## src/rtl/hll_pkg.sv

```systemverilog
// Shared types, codes and constants of the sketch unit.
package hll_pkg;

  localparam int unsigned ADDR_W_MAX = 18;
  localparam logic [31:0] LN2_Q32 = 32'd2977044472;

  typedef enum logic [1:0] {
    ACT_ADD      = 2'd0,
    ACT_MERGE    = 2'd1,
    ACT_ESTIMATE = 2'd2,
    ACT_CLEAR    = 2'd3
  } action_e;

  typedef enum logic [1:0] {
    STS_OK        = 2'd0,
    STS_BAD_VALUE = 2'd1,
    STS_BAD_INDEX = 2'd2
  } status_e;

  typedef enum logic [3:0] {
    ST_CLEAR,
    ST_IDLE,
    ST_WRITE,
    ST_SCAN,
    ST_SCAN_END,
    ST_ALPHA,
    ST_RAW_GO,
    ST_RAW,
    ST_LOG,
    ST_MUL_LO,
    ST_MUL_HI
  } back_state_e;

  typedef struct packed {
    action_e               act;
    logic [ADDR_W_MAX-1:0] addr;
    logic [5:0]            value;
    status_e               status;
  } item_t;

  typedef struct packed {
    logic         start;
    logic [127:0] num;
    logic [79:0]  den;
  } div_req_t;

  typedef struct packed {
    logic        done;
    logic [63:0] quo;
  } div_rsp_t;

  // alpha in Q0.32 for the three smallest sketch sizes
  function automatic logic [31:0] alpha_small(input logic [4:0] p);
    logic [31:0] a;
    case (p)
      5'd4:    a = 32'd2890512990;
      5'd5:    a = 32'd2993592205;
      default: a = 32'd3045131813;
    endcase
    return a;
  endfunction

endpackage

```

## src/rtl/hll_div.sv

```systemverilog
// Restoring divider, one quotient bit per cycle, 64-bit saturating quotient.
module hll_div
  import hll_pkg::*;
(
  input  logic     clk_i,
  input  logic     rst_ni,
  input  div_req_t req_i,
  output div_rsp_t rsp_o
);

  logic [127:0] n_q;
  logic [80:0]  r_q;
  logic [79:0]  d_q;
  logic [63:0]  q_q;
  logic         ovf_q;
  logic [6:0]   cnt_q;
  logic         run_q, done_q;
  logic [80:0]  rs;
  logic         ge;

  assign rs = {r_q[79:0], n_q[127]};
  assign ge = rs >= 81'(d_q);

  assign rsp_o.done = done_q;
  assign rsp_o.quo  = ovf_q ? '1 : q_q;

  always_ff @(posedge clk_i) begin
    if (req_i.start) begin
      n_q   <= req_i.num;
      d_q   <= req_i.den;
      r_q   <= '0;
      q_q   <= '0;
      ovf_q <= 1'b0;
    end else if (run_q) begin
      n_q   <= {n_q[126:0], 1'b0};
      r_q   <= ge ? rs - 81'(d_q) : rs;
      q_q   <= {q_q[62:0], ge};
      ovf_q <= ovf_q | q_q[63];
    end
  end

  always_ff @(posedge clk_i or negedge rst_ni) begin
    if (!rst_ni) begin
      run_q  <= 1'b0;
      cnt_q  <= '0;
      done_q <= 1'b0;
    end else begin
      done_q <= run_q && cnt_q == 7'd127;
      if (req_i.start) begin
        run_q <= 1'b1;
        cnt_q <= '0;
      end else if (run_q) begin
        cnt_q <= cnt_q + 7'd1;
        if (cnt_q == 7'd127) run_q <= 1'b0;
      end
    end
  end

endmodule

```

## config.mk

```make
export PLATFORM = sky130hd
export DESIGN_NAME = hll_div
export DESIGN_NICKNAME = d
export VERILOG_FILES = /design/src/rtl/hll_pkg.sv /design/src/rtl/hll_div.sv
export SDC_FILE = /design/constraint.sdc
export NUM_CORES = 1
export LEC_CHECK = 0
export ABC_AREA = 1
export BUFFER_PORTS_ARGS = -buffer_cell sky130_fd_sc_hd__buf_2
export CORE_ASPECT_RATIO = 0.9
export CORE_MARGIN = 3
export CORE_UTILIZATION = 35
export DETAILED_ROUTE_END_ITERATION = 16
export HOLD_SLACK_MARGIN = 0.15
export PLACE_DENSITY = 0.54
export SYNTH_ARGS = -nofsm -noshare
export SYNTH_HDL_FRONTEND = slang
export SYNTH_SLANG_ARGS = --single-unit
```

## constraint.sdc

```tcl
create_clock -name clk_i -period 7.7 [get_ports clk_i]
set_clock_uncertainty 0.15 [all_clocks]
set_input_delay 2.31 -clock clk_i [delete_from_list [all_inputs] [get_ports clk_i]]
set_output_delay 2.31 -clock clk_i [all_outputs]
set_load 0.1 [all_outputs]
```

==> qor.log <==
qor: status.run_status finished clean
qor: power.power.clock.fraction 26.1%
qor: layout.register_area 9380 um2
qor: cts.clockBufferDepth 3
qor: setup_path.critical_path.max_fanout 74
qor: placement.placed_cell_area 24,300 um2
qor: grt.via_count_of_the_first_global_routing_pass 19.3k
qor: synthesis.synth.net_count 3,530
qor: layout.final_cell_area 25,600 um2
qor: grt.gr-usage-all-layers 21.2%
qor: layout.multiInputGateArea 10,200 um2
qor: synthesis.ys_types 43
qor: detailed_routing.via_per_inst 4.70
qor: die.number_of_i_o_pins 276
qor: power.p_per_area 297 nW/um2
qor: cts.path_clk_slew 0.06 ns
qor: sta.finalSetupViolations 0
qor: cts.cts-htree-levels 2
qor: cts.clk-insertion-delay-late 0.59 ns
qor: setup_path.cp_data_required_time 7.97 ns
qor: power.internal_power 4.44 mW
qor: detailed_routing.routed_wirelength 72,100 um
qor: placement.dpl.hpwl 54,800 um
qor: cts.cts_resized 0
qor: detailed_routing.number_of_vias_after_detailed_routing 20.4k
qor: die.floorplan.initialDensity 35.8%
qor: cts.cts_buffers 42
qor: synthesis.synthesis.instances 3,237
qor: cts.clock_sink_count 362
qor: sta.maxSlewViolCount 0
qor: power.p_leak 13.7 nW
qor: cts.tritoncts built
qor: synthesis.yosys_warning_total 0
qor: detailed_routing.first_iter_violations 1,692
qor: sta.final.min_clock_period 4.57 ns
qor: detailed_routing.wire_per_inst 16.6 um
qor: synthesis.syn_area 22,200 um2
qor: setup_path.cp-start-kind flip-flop
qor: grt.antenna_found_initial 14
qor: detailed_routing.drt_drc_violations_left 0
qor: layout.final_layout_size_suffix_gt1_share 11.6%
qor: hold_path.worst_hold_path_type reg -> reg
qor: synthesis.syn_avg_cell_area 6.85 um2
qor: setup_path.timing.setup.critical_path_class reg -> reg
qor: die.dieWidth 271 um
qor: grt.overflow 0
qor: cts.post_cts_hold_buffer_count 0
qor: detailed_routing.first_pass_iters 5
qor: synthesis.seq_area_frac_synth 42.2%
qor: placement.globalplace.congestion 1.00
qor: sta.fin_crit_sh 59.4%
qor: power.p_seq_share 32.7%
qor: die.row_count 86
qor: power.ir_worst_vdd 0.181 mV
qor: sta.grt_setup_unrepaired no
qor: sta.slew_headroom 26.3%
qor: power.p_switching 3.17 mW
qor: grt.global_route_wire_length_before_repair 111,000 um
qor: sta.timing.fmax 219 MHz
qor: cts.post-cts-setup-buffer-count 0
qor: die.die_y 245 um
qor: cts.cts-root-buf clkbuf_16
qor: setup_path.worst_ep_arrival_time 4.84 ns
qor: layout.final_core_utilization 41.4%
qor: die.area_of_the_die 66,500 um2
qor: power.power_frac_comb 41.3%
qor: layout.area_growth_syn_to_layout 15.6%
qor: detailed_routing.ant_nets 0
qor: grt.pin_count_of_the_biggest_net_entering_global_routing 159
qor: sta.tns 0 ns
qor: job.drv_cap 0
qor: sta.worst-slew-pin-transition 1.10 ns
qor: layout.fin_nets 3,759
qor: setup_path.worstSetupEndpointType flip-flop
qor: synthesis.yosys_register_bits 362
qor: die.floorplan.core_area 62,000 um2
qor: layout.fillerInstances 6,649
qor: power.switch_share 41.7%
qor: sta.hold_violations 0
qor: placement.placement.io_buffers 275
[cell usage in the layout (no fill, tap or decap), drive strengths merged, types with 2 or more instances in the layout]
cell and n:
nand3 145, nand4 73, o21bai 17, nand2 1338, xor2 20, nor2 285, edfxtp 208, o22ai 64
a21oi 86, xnor2 15, clkinv 20, and2 4, buf 285, bufinv 3, ha 81, o21ai 41
nand3b 7, clkbuf 51, nor4 2, or2 3, dfxtp 145, dfrtp 9, nor3 16, o211ai 6
diode 7, inv 568
[worst max-delay path: stages (launching register included)]
cell and delay (ns):
edfxtp_1 0.37, inv_1 0.11, ha_1 0.29, nand2_1 0.17, inv_1 0.06, a21oi_1 0.26, o21ai_0 0.24, a21oi_1 0.25
nand3_2 0.15, nand2_4 0.64, nand2_4 0.77, nand2_4 0.60, nor2_1 0.11, nor2_1 0.12, nor2_1 0.06
[state kept, by name, summed over array words and instances (netlist names)]
| signal | cells |
|---|---|
| n_q | 128 |
| d_q | 80 |
| r_q | 80 |
| q_q | 64 |
| cnt_q | 7 |
| done_q | 1 |
| ovf_q | 1 |
| run_q | 1 |
[stage by stage]
stage | instances | setup slack, ns | power [mW] | hold slack, ns
global placement | 4258 | 2.77 | 5.63 | 0.317
global route | 4333 | 2.76 | 8.19 | 0.348
CTS | 4333 | 3.17 | 7.65 | 0.327
finish | 4340 | 3.13 | 7.61 | 0.326
floorplan | 3237 | 0.704 | 4.79 | 0.299
detailed placement | 4258 | 2.78 | 5.62 | 0.317
[power groups by stage]
stage	clock (mW)	sequential, mW	combinational [mW]
after floorplan	0	2.47	2.32
after global placement	0	2.52	3.10
final	1.98	2.49	3.14
after global routing	2.12	2.52	3.55
after detailed placement	0	2.52	3.11
after CTS	2.05	2.48	3.12
[final timing paths]
path                       slack (ns)                 start                    to  depth (start not counted)
min                              0.33  r_q[53]$_SDFFE_PP0P_  r_q[53]$_SDFFE_PP0P_                          2
min reg2reg                      0.33  r_q[53]$_SDFFE_PP0P_  r_q[53]$_SDFFE_PP0P_                          2
max reg2reg                      3.13     d_q[48]$_DFFE_PP_  r_q[77]$_SDFFE_PP0P_                         14
max in group asynchronous        5.76                rst_ni       run_q$_DFF_PN0_                          1
min in group asynchronous        1.43                rst_ni  cnt_q[6]$_DFFE_PN0P_                          1
max                              3.13     d_q[48]$_DFFE_PP_  r_q[77]$_SDFFE_PP0P_                         14
[routing by layer]
metal	vias up	track usage [%]	part of all wire, %
met2	539	31.9	42
met4	16	4.73	2.0
li1	10500	-	-
met1	9258	31.2	49
met3	106	4.38	6.7
met5	-	0	0.16
[synthesized netlist by cell type]
library cell	instances	area share (%)
and2_1	4	0.11
nand3b_1	7	0.24
buf_12	1	0.090
o211ai_1	6	0.20
a31oi_1	1	0.028
xor2_1	20	0.79
buf_2	14	0.32
o22ai_1	64	1.8
buf_6	5	0.25
edfxtp_1	208	28
a21oi_2	1	0.039
nor2_2	17	0.48
nand2_1	1333	23
o21ai_0	31	0.70
dfxtp_1	145	13
dfrtp_1	9	1.0
clkinv_1	2	0.034
xnor2_1	15	0.59
nand4_1	73	2.1
or2_1	2	0.056
nor2_1	263	4.4
nor2_4	5	0.25
fa_1	1	0.090
inv_2	13	0.22
clkbuf_1	62	1.0
nand3_1	133	3.0
o21ai_1	10	0.23
ha_1	81	4.6
o21a_1	1	0.034
o21bai_1	17	0.58
buf_1	15	0.25
a21o_1	1	0.034
buf_8	1	0.068
nor4_1	2	0.056
nand3_2	12	0.54
nor3_1	15	0.34
inv_1	553	9.4
nor3_4	1	0.073
or2_2	1	0.028
buf_4	2	0.068
nand2_4	3	0.15
a21oi_1	85	1.9
nand2_2	2	0.056
[final cells by class]
type                            instances  share of cell area (%)
Clock buffer                           51                    4.31
Timing Repair Buffer                  285                    5.75
Clock inverter                         24                    1.01
Tap cell                              836                    4.08
Antenna cell                            7                  0.0683
Sequential cell                       362                    36.6
Multi-Input combinational cell       2207                    39.9
Inverter                              568                    8.35
[logic make-up (layout without fill, tap and decap cells)]
group,after synthesis,count (layout),synth area share (%)
AND/OR/NAND/NOR,1873,1873,34.4
buffers and inverters,668,928,11.7
flip-flops,362,362,42.2
AO/OA/AOI/OAI,217,217,5.56
adder cells (fa/ha/maj),82,82,4.66
XOR/XNOR,35,35,1.38
other,0,7,0
No activity file was read; power rests on OpenSTA's default activity.
