==> src/rtl/hll_pkg.sv <==
// Shared types, codes and constants of the sketch unit.
package hll_pkg;

  localparam int unsigned ADDR_W_MAX = 18;
  localparam logic [31:0] LN2_Q32 = 32'd2977044472;

  typedef enum logic [1:0] {
    ACT_ADD      = 2'd0,
    ACT_MERGE    = 2'd1,
    ACT_ESTIMATE = 2'd2,
    ACT_CLEAR    = 2'd3
  } action_e;

  typedef enum logic [1:0] {
    STS_OK        = 2'd0,
    STS_BAD_VALUE = 2'd1,
    STS_BAD_INDEX = 2'd2
  } status_e;

  typedef enum logic [3:0] {
    ST_CLEAR,
    ST_IDLE,
    ST_WRITE,
    ST_SCAN,
    ST_SCAN_END,
    ST_ALPHA,
    ST_RAW_GO,
    ST_RAW,
    ST_LOG,
    ST_MUL_LO,
    ST_MUL_HI
  } back_state_e;

  typedef struct packed {
    action_e               act;
    logic [ADDR_W_MAX-1:0] addr;
    logic [5:0]            value;
    status_e               status;
  } item_t;

  typedef struct packed {
    logic         start;
    logic [127:0] num;
    logic [79:0]  den;
  } div_req_t;

  typedef struct packed {
    logic        done;
    logic [63:0] quo;
  } div_rsp_t;

  // alpha in Q0.32 for the three smallest sketch sizes
  function automatic logic [31:0] alpha_small(input logic [4:0] p);
    logic [31:0] a;
    case (p)
      5'd4:    a = 32'd2890512990;
      5'd5:    a = 32'd2993592205;
      default: a = 32'd3045131813;
    endcase
    return a;
  endfunction

endpackage

==> src/rtl/hll_queue.sv <==
// Two-entry command queue between front and back.
module hll_queue
  import hll_pkg::*;
(
  input  logic  clk_i,
  input  logic  rst_ni,
  input  logic  push_i,
  input  item_t item_i,
  output logic  full_o,
  input  logic  pop_i,
  output logic  valid_o,
  output item_t item_o
);

  item_t      mem_q [2];
  logic       wr_q, rd_q;
  logic [1:0] cnt_q;

  assign full_o  = cnt_q == 2'd2;
  assign valid_o = cnt_q != 2'd0;
  assign item_o  = mem_q[rd_q];

  always_ff @(posedge clk_i) begin
    if (push_i) mem_q[wr_q] <= item_i;
  end

  always_ff @(posedge clk_i or negedge rst_ni) begin
    if (!rst_ni) begin
      wr_q  <= 1'b0;
      rd_q  <= 1'b0;
      cnt_q <= 2'd0;
    end else begin
      if (push_i) wr_q <= !wr_q;
      if (pop_i) rd_q <= !rd_q;
      cnt_q <= cnt_q + 2'(push_i) - 2'(pop_i);
    end
  end

endmodule

==> config.mk <==
export PLATFORM = sky130hd
export DESIGN_NAME = hll_queue
export DESIGN_NICKNAME = d
export VERILOG_FILES = /design/src/rtl/hll_pkg.sv /design/src/rtl/hll_queue.sv
export SDC_FILE = /design/constraint.sdc
export NUM_CORES = 1
export LEC_CHECK = 0
export BUFFER_PORTS_ARGS = -buffer_cell sky130_fd_sc_hd__buf_2
export CORE_ASPECT_RATIO = 0.6
export CORE_MARGIN = 2
export CORE_UTILIZATION = 28
export CTS_CLUSTER_SIZE = 8
export DETAILED_ROUTE_END_ITERATION = 7
export SLEW_MARGIN = 5
export SYNTH_ARGS = -nofsm -noshare
export SYNTH_HDL_FRONTEND = slang
export SYNTH_SLANG_ARGS = --single-unit
==> constraint.sdc <==
create_clock -name clk_i -period 2.95 [get_ports clk_i]
set_input_delay 0.4425 -clock clk_i [delete_from_list [all_inputs] [get_ports clk_i]]
set_output_delay 0.4425 -clock clk_i [all_outputs]
set_load 0.05 [all_outputs]
==> results.json, run 1 <==
{
  "status": "completed",
  "synth_compound_area_frac": 0,
  "powerDensity_nw_per_um2": 1152,
  "first_global_vias": 1196,
  "tightest_slew_ns": 0.4036,
  "drc_errors": 0,
  "slowest_stage": "mux2_2",
  "worst-path-max-fanout": 15,
  "ff2ff_setup_slack_ns": 1.58,
  "min_from": "item_i[1]",
  "avgRoutedWirePerCell_um": 13.60,
  "syn-num-nets": 136,
  "synthToLayoutAreaGrowth_pct": 30.96,
  "grt.met1_usage": 0.1158,
  "final_cells": 289,
  "end_kind": "primary output",
  "gp_congestion": 0.6965,
  "avgViaCountPerCell": 3.903,
  "overflow": 0,
  "core.rowCount": 25,
  "synthSimpleGateAreaFrac": 0.01104,
  "synth_top_family_by_area": "multiplexers",
  "p_leak_nw": 1.172,
  "yosys.cell_types.count": 14,
  "wirelength_um": 3929,
  "root_buffer": "clkbuf_16",
  "cts_tree": "yes",
  "worstSetupStartpointType": "flop",
  "cpPeakStageDelay_ns": 0.38,
  "cts_max_level": 3,
  "dr.first_iter.drc_count": 62,
  "clk_pin_slew_ns": 0.05,
  "synthXorXnorAreaFrac": 0.01821,
  "synthMuxAreaShare": 0.1556,
  "cts_sinks": 60,
  "r2r_end": "cnt_q[1]",
  "ir_drop_v": 0.0005783,
  "grt_pass1_wl_um": 6065,
  "cp.required_ns": 2.51,
  "core_um2": 7851,
  "grt_usage": 0.09947,
  "clock_path_buffers": 2,
  "finalHoldViolations": 0,
  "drt-pass1-iter-count": 2,
  "yosys.area_share.adder": 0.01104,
  "ys_seq_elements": 60,
  "synth_area_per_cell_um2": 22.23,
  "setup_viol": 0,
  "synth-warning-count": 0,
  "tns_ns": 0,
  "holdPathStages": 1,
  "r2r_cells": 5,
  "pin_count": 62,
  "port-buffer-count": 61,
  "vias": 1128,
  "cts_buffers": 9,
  "worstPathCellList": "buf_4 -> mux2_2 -> buf_2",
  "postCtsSetupBuffers": 0,
  "path_class": "reg2out",
  "dp.cells": 272,
  "slew_headroom": 0.7309,
  "grt.busiest_layer": "met2",
  "grt_start_max_net_pins": 29,
  "netlist_instances": 102,
  "die_w_um": 120.2,
  "hold_end": "mem_q[0][1]",
  "grt_antenna_before_repair": 0,
  "clk_latency_ns": 0.32,
  "die-area_um2": 8857,
  "period_share": 0.6588,
  "final_nets": 210,
  "skew_ns": 0.003981,
  "yosysSeqAreaShare": 0.7859,
  "maxCapViolations": 0,
  "mappedNetlistArea_um2": 2267,
  "hold_buffers": 1,
  "num_antenna_cells": 0,
  "drive_gt1_frac": 0.5801,
  "crit-reg2reg-launch": "cnt_q[0]",
  "rsz0062_at_grt": "no",
  "cp.arrival_ns": 1.50,
  "maxSlewViolCount": 0,
  "initial_utilization": 0.2888,
  "clock.fmax_mhz": 514.5,
  "postRouteAntennaNets": 0,
  "hold_class": "in2reg",
  "gr-usage-met3": 0.07220,
  "grt_use_met2": 0.1370,
  "cts_resized": 0,
  "dieHeight_um": 73.70,
  "hpwl_um": 2597,
  "min_period_ns": 1.944
}
registers in the layout, indices dropped and copies added (netlist names):
name,cells
mem_q,56
cnt_q,2
rd_q,1
wr_q,1
worst max path at each step:
| stage | cells after the start | startpoint | endpoint | slack (ns) |
|---|---|---|---|---|
| after floorplan | 1 | push_i | mem_q[0][0] | 0.81 |
| after global placement | 3 | rd_q | item_o[3] | 1.32 |
| after detailed placement | 3 | rd_q | item_o[22] | 1.33 |
| after CTS | 3 | rd_q | item_o[18] | 0.97 |
| after global routing | 3 | rd_q | item_o[4] | 0.94 |
| final | 3 | rd_q | item_o[4] | 1.01 |
cell usage in the layout, fill, tap and decap left out:
cell and instances:
mux2_4 10, xor2_1 2, buf_2 61, and2_1 1
nor2b_2 1, clkinv_2 1, clkinv_1 3, dlygate4sd3_1 1
or2_2 1, mux2_2 18, clkbuf_1 3, xor3_1 1
clkbuf_16 9, inv_1 2, buf_4 4, dfrtp_1 4
edfxtp_1 56, ha_1 2, nor2b_1 1
area by class of cell:
type / instances / area, um2
repair buffers: 66 / 345.3
multi-input cells: 37 / 446.7
clock buffers: 12 / 236.5
fillers: 729 / 4882
clock inverters: 4 / 16.27
inverters: 2 / 7.507
flip-flops and latches: 60 / 1782
well taps: 108 / 135.1
critical path: cells and delay by family (launching register included):
kind / cells / cell delay, ns
buf+inv: 2 / 0.46
flops: 1 / 0.33
mux: 1 / 0.38
through the flow:
step / power [mW] / hold slack [ns] / cell area, um2 / setup WS, ns / utilization
2_1_floorplan: 2.320 / 0.1469 / 2267 / 0.8145 / -
3_3_place_gp: 2.580 / 0.2569 / 2706 / 1.320 / 0.3447
3_5_place_dp: 2.585 / 0.2552 / 2706 / 1.328 / 0.3447
4_1_cts: 3.484 / 0.2900 / 2969 / 0.9724 / 0.3782
5_1_grt: 3.586 / 0.2906 / 2969 / 0.9392 / 0.3782
6_report: 3.422 / 0.3067 / 2969 / 1.006 / 0.3782
logic make-up (layout without fill, tap and decap cells):
family	Yosys count	after routing
xor gates and xnor gates	3	3
adders and majority gates	2	2
buffers and inverters	5	84
DFF	60	60
muxes	28	28
and+or+nand+nor	4	4
routing by layer:
metal	wire (um)	share of wire
met5	0	0
met4	60	0.015
met3	394	0.10
met2	1691	0.43
met1	1781	0.45
where the power goes:
part	total [mW]	switching (mW)	internal, mW
Sequential	1.19	0.0494	1.14
Clock	0.873	0.318	0.555
Combinational	1.36	0.944	0.415
Total	3.42	1.31	2.11
cell usage after synthesis:
master / count / share of area
edfxtp_1: 56 / 0.74
mux2_2: 18 / 0.089
mux2_4: 10 / 0.066
dfrtp_1: 4 / 0.044
ha_1: 2 / 0.011
inv_1: 2 / 0.0033
nor2b_1: 2 / 0.0055
xor2_1: 2 / 0.0077
and2_1: 1 / 0.0028
buf_4: 1 / 0.0033
buf_6: 1 / 0.0050
buf_8: 1 / 0.0066
or2_2: 1 / 0.0028
xor3_1: 1 / 0.010
Power figures use the tool's default switching activity.
==> run 2: changes to the inputs <==
==> constraint.sdc (replaced) <==
create_clock -name clk_i -period 1.8 [get_ports clk_i]
set_input_delay 0.27 -clock clk_i [delete_from_list [all_inputs] [get_ports clk_i]]
set_output_delay 0.27 -clock clk_i [all_outputs]
set_load 0.05 [all_outputs]
==> run 2 against run 1 <==
Against the previous run: sequential power rose by 65%; global-route usage rose by 0.84 points; combinational power rose by 70%; flip-flop and latch count did not move; die area did not move; critical path depth did not move; total power rose by 76%; worst hold slack got worse by 0.17 ns; clock-buffer cell count fell by 3; non-clock buffer count rose by 2; critical path type unchanged; highest routed layer unchanged.
==> results.json, run 2 (synthesis gave the netlist of run 1 again) <==
{
  "grt_pass1_wl_um": 6699,
  "period_share": 0.9593,
  "r2r_cells": 5,
  "slew_headroom": 0.8235,
  "tightest_slew_ns": 0.2666,
  "skew_ns": 0.003973,
  "dr.first_iter.drc_count": 20,
  "crit_end": "item_o[7]",
  "clk_pin_slew_ns": 0.05,
  "grt_antenna_before_repair": 0,
  "end_kind": "primary output",
  "clock_path_buffers": 2,
  "ir_drop_v": 0.0008546,
  "gp_congestion": 0.7354,
  "grt.busiest_layer": "met2",
  "grt_start_max_net_pins": 16,
  "nFillCells": 726,
  "die_w_um": 120.2,
  "cts_sinks": 60,
  "dieHeight_um": 73.70,
  "drc_errors": 0,
  "cts_tree": "yes",
  "drt-pass1-iter-count": 4,
  "die-area_um2": 8857,
  "layout_common_cells": "buf_2 (61), edfxtp_1 (56), mux2_2 (18)",
  "layout.cells.most_common": "buf_2",
  "hold_class": "in2reg",
  "root_buffer": "clkbuf_16",
  "final_nets": 212,
  "crit-reg2reg-launch": "cnt_q[0]",
  "clock.fmax_mhz": 579.1,
  "cts_buffers": 9,
  "tns_ns": 0,
  "initial_utilization": 0.2888,
  "pin_count": 62,
  "placed_area_um2": 2734,
  "gr-usage-met3": 0.06599,
  "num_antenna_cells": 0,
  "finalHoldViolations": 0,
  "maxCapViolations": 0,
  "largest_reg_flops": 56,
  "worst-path-max-fanout": 15,
  "overflow": 0,
  "avgRoutedWirePerCell_um": 14.36,
  "postCtsSetupBuffers": 0,
  "synthToLayoutAreaGrowth_pct": 34.93,
  "cp.arrival_ns": 1.46,
  "path_class": "reg2out",
  "grt_use_met2": 0.1433,
  "stdcell_area_um2": 3059,
  "worst_hold_slack_ns": 0.1337,
  "grt_usage": 0.1078,
  "grt.met1_usage": 0.1374,
  "r2r_end": "cnt_q[1]",
  "clk_latency_ns": 0.32,
  "core_um2": 7851,
  "finish.utilization": 0.3896,
  "min_period_ns": 1.727,
  "port-buffer-count": 61,
  "worstSetupStartpointType": "flop",
  "powerDensity_nw_per_um2": 1966,
  "cts_max_level": 3,
  "p_leak_nw": 1.218,
  "setup_viol": 0,
  "status": "completed",
  "avgViaCountPerCell": 3.979,
  "drive_gt1_frac": 0.6066,
  "reg.largest.list": "mem_q x56, cnt_q x2",
  "rsz0062_at_grt": "no",
  "hpwl_um": 2725,
  "ff2ff_setup_slack_ns": 0.42,
  "maxSlewViolCount": 0,
  "postRouteAntennaNets": 0,
  "core.rowCount": 25,
  "vias": 1158,
  "min_from": "item_i[1]",
  "wirelength_um": 4178,
  "holdPathStages": 1,
  "regMostFlops": "mem_q",
  "critPathLaunch": "rd_q",
  "first_global_vias": 1260,
  "cp.required_ns": 1.53
}
==> run 2: cell count changes in the layout (fill, tap and decap cells not counted), sizes merged <==
cell	before	now
clkbuf	12	9
clkinv	4	5
bufinv	0	2
buf	65	67
==> run 2: routing by layer <==
layer / vias up / part of all wire
met5: - / 0
met4: 0 / 0.014
met3: 6 / 0.11
met2: 53 / 0.39
met1: 550 / 0.49
li1: 549 / -
==> run 2: cell type report <==
class	instances	area, um2	area share
clock buffers	9	225.2	0.07362
clock inverters	7	81.33	0.02658
inverters	2	7.507	0.002454
multi-input cells	37	446.7	0.1460
flip-flops and latches	60	1783	0.5828
well taps	108	135.1	0.04417
repair buffers	68	380.4	0.1243
==> run 2: metrics by stage <==
step,setup WS (ns),power (mW),instances
after floorplan,0.2423,3.803,102
after global placement,0.3289,4.287,274
after detailed placement,0.3240,4.300,274
after CTS,0.008648,6.091,291
after global routing,0.01153,6.283,291
final,0.07317,6.014,291
==> run 2: where the power goes <==
group | internal [mW] | switching [mW] | total (mW)
combinational | 0.743 | 1.57 | 2.31
clock | 1.19 | 0.554 | 1.74
sequential | 1.87 | 0.0940 | 1.96
==> run 2: worst min-delay path by stage <==
stage / to / slack (ns)
final: mem_q[1][1] / 0.13
after floorplan: cnt_q[0] / -0.03
after detailed placement: cnt_q[1] / 0.08
after global routing: mem_q[0][20] / 0.12
after global placement: cnt_q[1] / 0.09
after CTS: mem_q[1][1] / 0.12
==> run 2: critical path: stages, from the launching register on <==
cell	delay [ns]
dfrtp_2	0.39
buf_12	0.18
mux2_2	0.35
buf_2	0.21
==> run 2: repair_timing <==
action / in CTS / in global routing
resized for setup: 1 / 2
endpoints found under the setup margin: 13 / 18
endpoints found under the hold margin: 4 / 0
hold buffers: 1 / 0
cloned: 0 / 0
