--- config.mk ---
export PLATFORM = sky130hd
export DESIGN_NAME = hll_front
export DESIGN_NICKNAME = d
export VERILOG_FILES = /design/src/rtl/hll_pkg.sv /design/src/rtl/hll_front.sv
export SDC_FILE = /design/constraint.sdc
export NUM_CORES = 1
export LEC_CHECK = 0
export BUFFER_PORTS_ARGS = -buffer_cell sky130_fd_sc_hd__buf_2
export CORE_ASPECT_RATIO = 0.6
export CORE_MARGIN = 1
export CORE_UTILIZATION = 35
export DETAILED_ROUTE_END_ITERATION = 10
export MAX_ROUTING_LAYER = met4
export PLACE_DENSITY_LB_ADDON = 0.3
export SETUP_SLACK_MARGIN = 0.15
export SYNTH_ARGS = -nofsm -noshare
export SYNTH_HDL_FRONTEND = slang
export SYNTH_SLANG_ARGS = --single-unit
--- constraint.sdc ---
create_clock -name vclk -period 9.2
set_input_delay 0.46 -clock vclk [all_inputs]
set_output_delay 0.46 -clock vclk [all_outputs]
set_load 0.02 [all_outputs]
--- src/rtl/hll_pkg.sv ---
// Shared types, codes and constants of the sketch unit.
package hll_pkg;

  localparam int unsigned ADDR_W_MAX = 18;
  localparam logic [31:0] LN2_Q32 = 32'd2977044472;

  typedef enum logic [1:0] {
    ACT_ADD      = 2'd0,
    ACT_MERGE    = 2'd1,
    ACT_ESTIMATE = 2'd2,
    ACT_CLEAR    = 2'd3
  } action_e;

  typedef enum logic [1:0] {
    STS_OK        = 2'd0,
    STS_BAD_VALUE = 2'd1,
    STS_BAD_INDEX = 2'd2
  } status_e;

  typedef enum logic [3:0] {
    ST_CLEAR,
    ST_IDLE,
    ST_WRITE,
    ST_SCAN,
    ST_SCAN_END,
    ST_ALPHA,
    ST_RAW_GO,
    ST_RAW,
    ST_LOG,
    ST_MUL_LO,
    ST_MUL_HI
  } back_state_e;

  typedef struct packed {
    action_e               act;
    logic [ADDR_W_MAX-1:0] addr;
    logic [5:0]            value;
    status_e               status;
  } item_t;

  typedef struct packed {
    logic         start;
    logic [127:0] num;
    logic [79:0]  den;
  } div_req_t;

  typedef struct packed {
    logic        done;
    logic [63:0] quo;
  } div_rsp_t;

  // alpha in Q0.32 for the three smallest sketch sizes
  function automatic logic [31:0] alpha_small(input logic [4:0] p);
    logic [31:0] a;
    case (p)
      5'd4:    a = 32'd2890512990;
      5'd5:    a = 32'd2993592205;
      default: a = 32'd3045131813;
    endcase
    return a;
  endfunction

endpackage

--- src/rtl/hll_front.sv ---
// Front end: accepts commands, derives register address, rank and status.
module hll_front
  import hll_pkg::*;
(
  input  logic        start,
  output logic        busy,
  input  logic [1:0]  action_i,
  input  logic [63:0] hash_value_i,
  input  logic [15:0] reg_index_i,
  input  logic [5:0]  reg_value_i,
  input  logic [4:0]  p_i,
  input  logic        q_full_i,
  output logic        q_push_o,
  output item_t       q_item_o
);

  logic [63:0] rest;
  logic [63:0] at;
  logic [6:0]  lz;
  logic [6:0]  maxrank;
  logic [6:0]  rank;
  logic [18:0] idx_hi;

  assign busy     = q_full_i;
  assign q_push_o = start && !q_full_i;

  always_comb begin
    rest    = hash_value_i << p_i;
    at      = hash_value_i >> (7'd64 - 7'(p_i));
    maxrank = 7'd65 - 7'(p_i);
    lz      = 7'd0;
    // highest set position wins last, so scan upward and keep the highest 1
    for (int i = 0; i < 64; i++) begin
      if (rest[i]) lz = 7'(63 - i);
    end
    rank   = (rest == 64'd0) ? maxrank : lz + 7'd1;
    idx_hi = 19'(reg_index_i) >> p_i;

    q_item_o.act    = action_e'(action_i);
    q_item_o.addr   = '0;
    q_item_o.value  = '0;
    q_item_o.status = STS_OK;
    case (action_e'(action_i))
      ACT_ADD: begin
        q_item_o.addr  = at[ADDR_W_MAX-1:0];
        q_item_o.value = rank[5:0];
      end
      ACT_MERGE: begin
        q_item_o.addr  = ADDR_W_MAX'(reg_index_i);
        q_item_o.value = reg_value_i;
        if (idx_hi != 19'd0) q_item_o.status = STS_BAD_INDEX;
        else if (7'(reg_value_i) > maxrank) q_item_o.status = STS_BAD_VALUE;
      end
      default: ;
    endcase
  end

endmodule

==> impl_results.md, run 1 <==
- Outcome: finished, final reports clean
- Die width: 222 um
- Setup bufs post-CTS: 0
- Number of instances in the placed design: 1680
- Final non-filler cell total: 1683
- Area grow syn2layout: 6.37%
- WL final: 48100 um
- Final setup vio count: 0
- Die Area: 29800 um2
- Critical path arrival: 5870 ps
- Post-CTS Hold Buffers: 0
- Post-synth top area share: 0.276
- Clk_buf instances: 0
- Starting Density: 0.363
- Grt ovf: 0
- Most frequent cell after synthesis: nand2_1
- Cell taking the most area after synthesis: mux4_2
- PortBufs: 125
- Max-slew violations: 0
- Slowest-stage cell, CP: buf_4
- Multi-input logic area: 9530 um2
- 1st-iter DRT viols: 2051
- Core Area: 28100 um2
- Largest net degree at the start of global routing: 72
- DR vias/cell: 7.18
- Final antenna-violating net count: 0
- Syn Area/Cell: 7.82 um2
- # IOs: 125
- Peak fanout along the critical path: 71
- Sequential fraction of the synthesis area: 0
- RSZ-0062 raised after global routing: false
- Startpoint type of the worst setup path: input pin
- Worst hold margin: 1160 ps
- First-pass GRT wire length: 70500 um
- DR pass1 iterations: 6
- Share of layout cells above drive strength 1: 0.254
- Final Hold Fails: 0
- Post-synthesis cell area: 10200 um2
- Seq. cell area: 0 um2
- # nets final: 1419
- Critical path endpoint category: output pin
- DRC viols: 0
- Setup TNS: 0 ps
- WHS Path Cells: 2
- Die Ht: 134 um
- Synth cell count leaders: nand2_1, mux4_2, mux2i_1
- Req. time, crit path: 8740 ps
- Vias in the first global route: 10506
- HP Class: input pin to output pin
- Synth top area cells: mux4_2, mux2i_1, nand2_1, a21oi_1, mux2_2
- Post-cts resize count: 0
- Critical path, cell by cell: buf_6, buf_4, inv_2, ha_2, buf_4, inv_1, a211oi_1, a21oi_1, mux2i_1, a21oi_1, o221ai_1, o21ai_0, a22o_1, buf_2
- Cell count after synthesis: 1304
- Max-cap viol count: 0
- Seq_cells: 0
- WL per Instance: 28.6 um
- Vias: 12084
- Netlist cell types: 89
- Synth warn: 0
- Post-DP HPWL: 36200 um
- Net count after synthesis: 1408
- Row count: 47
- Crit path time final: 6330 ps
- Overall Global Routing Usage: 0.317
- Worst path max stage delay: 750 ps
- Tcrit/Tclk final: 0.688
- Slew HR: 0.186
- Initial antenna violation count: 3
- Max Clk Rate: 158 MHz
- FILL cells: 2945
- Worst Tran Pin Value: 1220 ps
- WS Path Type: input pin to output pin
- RePlAce Congestion: 0.983
-- logic make-up after synthesis --
group                      share of synthesized area
AOI/OAI and AO/OA                              0.270
xor gates and xnor gates                     0.00687
adders and majority gates                     0.0110
buffers and inverters                         0.0700
muxes                                          0.428
and+or+nand+nor                                0.214
-- layer usage --
layer  global-route usage  vias to the layer above  wire (um)
li1                     -                     5189          -
met1                0.483                     5881      21500
met2                0.402                      973      18400
met3                0.110                       41       7710
met4               0.0245                        0        386
met5                    -                        -          0
-- cell type report --
class,instances,area share
repair buffers,145,0.0734
multi-input cells,1153,0.878
diodes,3,0.000692
inverters,15,0.00519
well taps,367,0.0423
-- metrics by stage --
stage / utilization / cell area, um2 / worst slack [ps]
2_1_floorplan: - / 10200 / 4640
3_3_place_gp: 0.386 / 10800 / 3190
3_5_place_dp: 0.386 / 10800 / 3070
4_1_cts: 0.386 / 10800 / 3070
5_1_grt: 0.386 / 10800 / 2580
6_report: 0.386 / 10800 / 2870
-- path summary, 6_finish.rpt --
kind      from          end
max     p_i[1]  q_item_o[8]
min   q_full_i         busy
-- cell usage in the layout (no fill, tap or decap), types with 4 or more instances in the layout --
master,netlist,routed
a22oi_1,11,11
buf_4,9,22
a31oi_1,12,12
inv_1,12,11
a21oi_1,92,92
nand2b_1,14,14
a2111oi_0,5,5
o221ai_1,16,16
nand3_1,34,34
and2_1,15,15
a211oi_1,43,43
nand4_1,9,9
o211ai_1,16,16
o22ai_1,19,19
nand3b_1,4,4
a221o_1,4,4
a221oi_1,5,5
mux2i_1,107,107
o21a_1,8,8
buf_2,36,121
nor3_1,25,25
and3_1,16,16
or2_2,4,4
nor2_1,87,87
a21o_1,6,6
a211o_1,5,5
o21ai_1,10,10
a22o_1,9,9
mux4_2,125,125
o21ai_0,66,66
nand2_1,198,198
a32oi_1,9,9
o31ai_1,9,9
nor3b_1,5,5
nor2b_1,31,31
ha_1,9,8
a32o_1,13,13
mux2_2,34,34
-- worst max-delay path: cells and delay by family --
family / cells / cell delay, ps
buffers and inverters: 6 / 3090
AO/OA/AOI/OAI: 6 / 1520
adder cells (fa/ha/maj): 1 / 440
multiplexers: 1 / 260
==> run 2: changes to the inputs <==
ABC_AREA = 1   (was default)
clock period = 5.7 ns   (was 9.2 ns; I/O delays follow)
==> run 2 against run 1 <==
- critical path depth rose by 61
- cell area fell by 11%
- critical endpoint is now q_item_o[6]
- sequential share of layout area did not move
- global-route usage fell by 1.1 points
- largest cell class unchanged
- highest routed layer unchanged
- non-clock buffer count rose by 119
- cell count up 24%
- setup slack worse by 2700 ps
- critical path type unchanged
==> impl_results.md, run 2 <==
- Outcome: finished, final reports clean (unchanged)
- WHS Path Cells: 2 (unchanged)
- Max-slew violations: 0 (unchanged)
- 1st-iter DRT viols: 1434 (was 2051)
- Post-DP HPWL: 28200 um (was 36200 um)
- Peak fanout along the critical path: 5 (was 71)
- Leading cell type in the layout, fill and taps excluded: nand2_1 (unchanged)
- Pwr dens: 115 nW/um2
- Synth cell count leaders: nand2_1, o21ai_0, inv_1 (was nand2_1, mux4_2, mux2i_1)
- Pre-CTS setup slack: -13.6 ps (was 3070 ps)
- Seq_cells: 0 (unchanged)
- # nets final: 1906 (was 1419)
- Final antenna-violating net count: 0 (unchanged)
- HP Class: input pin to output pin (unchanged)
- Row count: 41 (was 47)
- Share of layout cells above drive strength 1: 0.193 (was 0.254)
- DRC viols: 0 (unchanged)
- Vias: 11411 (was 12084)
- RSZ-0062 raised after global routing: true (was false)
- Critical path arrival: 5210 ps (was 5870 ps)
- Die Ht: 116 um (was 134 um)
- Starting Density: 0.359 (was 0.363)
- Seq. cell area: 0 um2 (unchanged)
- Synth top area cells: nand2_1, o21ai_0, a21oi_1, inv_1, mux2i_1 (was mux4_2, mux2i_1, nand2_1, a21oi_1, mux2_2)
- Initial antenna violation count: 1 (was 3)
- Post-CTS Hold Buffers: 0 (unchanged)
- # IOs: 125 (unchanged)
- Worst Tran Pin Value: 951 ps (was 1220 ps)
- Max VDD drop: 0.0564 mV
- WL per Instance: 16.6 um (was 28.6 um)
- Core Area: 21100 um2 (was 28100 um2)
- DR vias/cell: 5.49 (was 7.18)
- Final worst-path setup slack: 200 ps (was 2870 ps)
- Req. time, crit path: 5410 ps (was 8740 ps)
- Net count after synthesis: 1748 (was 1408)
- Syn Area/Cell: 4.62 um2 (was 7.82 um2)
- Area grow syn2layout: 27.1% (was 6.37%)
- Max-cap viol count: 0 (unchanged)
- Post-Synth Adder-Cell Area: 0.0148 (was 0.0110)
- Overall Global Routing Usage: 0.306 (was 0.317)
- Max Clk Rate: 182 MHz
- Most Frequent Cell on Critical Path: nand2_1
- Die width: 192 um (was 222 um)
- Die Area: 22300 um2 (was 29800 um2)
- Post-synth top area share: 0.312 (was 0.276)
- Netlist cell types: 50 (was 89)
- Worst path max stage delay: 280 ps (was 750 ps)
- WS Path Type: input pin to output pin (unchanged)
- Worst hold margin: 802 ps (was 1160 ps)
- Mux share of post-synthesis cell area: 0.0488 (was 0.428)
- RePlAce Congestion: 1.04 (was 0.983)
- Startpoint type of the worst setup path: input pin (unchanged)
- Crit path time final: 5500 ps
- Final Hold Fails: 0 (unchanged)
- DR pass1 iterations: 6 (unchanged)
- Tcrit/Tclk final: 0.965
- First-pass GRT wire length: 52100 um (was 70500 um)
- Most frequent cell after synthesis: nand2_1 (unchanged)
- Final setup vio count: 0 (unchanged)
- Synth warn: 0 (unchanged)
- Post-synthesis cell area: 7590 um2 (was 10200 um2)
- Commonest cells after routing, fill and taps aside: nand2_1, o21ai_0, inv_1 (was nand2_1, mux4_2, buf_2)
- PortBufs: 125 (unchanged)
- Grt ovf: 0 (unchanged)
- Clk_buf instances: 0 (unchanged)
- Cell count after synthesis: 1644 (was 1304)
- Critical path endpoint category: output pin (unchanged)
- Post-synthesis xor/xnor area fraction: 0.00115 (was 0.00687)
- Compound-Gate Fraction of Synth Area: 0.349 (was 0.270)
- Slew HR: 0.364 (was 0.186)
- Simple-gate area share of the yosys netlist: 0.428 (was 0.214)
- Setup TNS: 0 ps (unchanged)
- Main combinational cell family by area after synthesis: simple AND/OR/NAND/NOR gates (was multiplexers)
- Cell taking the most area after synthesis: nand2_1 (was mux4_2)
- Leak pwr: 5.33 nW
- Worst Setup SP: p_i[0] (was p_i[1])
- Sequential fraction of the synthesis area: 0 (unchanged)
- Vias in the first global route: 9621 (was 10506)
- Slowest-stage cell, CP: a32o_2 (was buf_4)
- WL final: 34500 um (was 48100 um)
- CP endpoint: q_item_o[6] (was q_item_o[8])
- Largest net degree at the start of global routing: 59 (was 72)
## run 2: cell types whose count changed after synthesis, sizes merged, moves of 24 or more
cell and change:
nand3 +38, mux4 -127, a21oi +58, o21ai +153
a211oi -41, buf -24, inv +181, mux2i -72
mux2 -35, nand2 +433, nor2b -31
## run 2: logic make-up (layout without fill, tap and decap cells)
family                   Yosys count  in the layout
AO/OA/AOI/OAI                    475            475
XOR/XNOR                           1              1
adder cells (fa/ha/maj)            9              9
buffers and inverters            308            464
multiplexers                      37             37
other                              0              1
AND/OR/NAND/NOR                  814            814
## run 2: worst min-delay path by stage
stage	from	end	slack (ps)
floorplan	q_full_i	q_push_o	650
global placement	q_full_i	busy	800
detailed placement	q_full_i	busy	800
CTS	q_full_i	busy	800
global route	q_full_i	busy	820
finish	q_full_i	busy	800
## run 2: timing repair
| action | 4_1_cts | 5_1_grt |
|---|---|---|
| cloned | 0 | 4 |
| pin swaps | 2 | 36 |
| setup endpoints to repair | 1 | 6 |
| gates resized for setup | 11 | 113 |
| setup buffers | 2 | 15 |
## run 2: metrics by stage
stage / total power [mW] / util / area (um2) / cells
2_1_floorplan: 0.653 / - / 7590 / 1644
3_3_place_gp: 1.02 / 0.429 / 9060 / 2058
3_5_place_dp: 1.02 / 0.429 / 9060 / 2058
4_1_cts: 1.03 / 0.431 / 9100 / 2060
5_1_grt: 1.23 / 0.456 / 9640 / 2080
6_report: 1.11 / 0.456 / 9640 / 2080
## run 2: final cells by class
| class | count | area [um2] |
|---|---|---|
| fillers | 2415 | 11500 |
| multi-input cells | 1336 | 6660 |
| repair buffers | 264 | 1850 |
| inverters | 199 | 777 |
| well taps | 279 | 349 |
| repair inverters | 1 | 5.00 |
| diodes | 1 | 2.50 |
## run 2: power breakdown
part / leakage (nW) / total (mW) / internal [mW] / switching (mW)
Clock: 0.00000934 / 0.00000000191 / 0.00000000190 / 0
Sequential: 0 / 0 / 0 / 0
Combinational: 5.33 / 1.11 / 0.405 / 0.708
Total: 5.33 / 1.11 / 0.405 / 0.708
## run 2: worst max-delay path: cells and delay by family
kind | cells | cell delay, ps
and+or+nand+nor | 63 | 3490
AOI/OAI and AO/OA | 4 | 690
buffers and inverters | 7 | 620
adders and majority gates | 1 | 120
## run 2: routing by layer
layer / track usage / routed length [um]
met1: 0.480 / 17300
met2: 0.408 / 12800
met3: 0.0478 / 4140
met4: 0.0236 / 274
met5: - / 0
No activity file was read; power rests on OpenSTA's default activity.
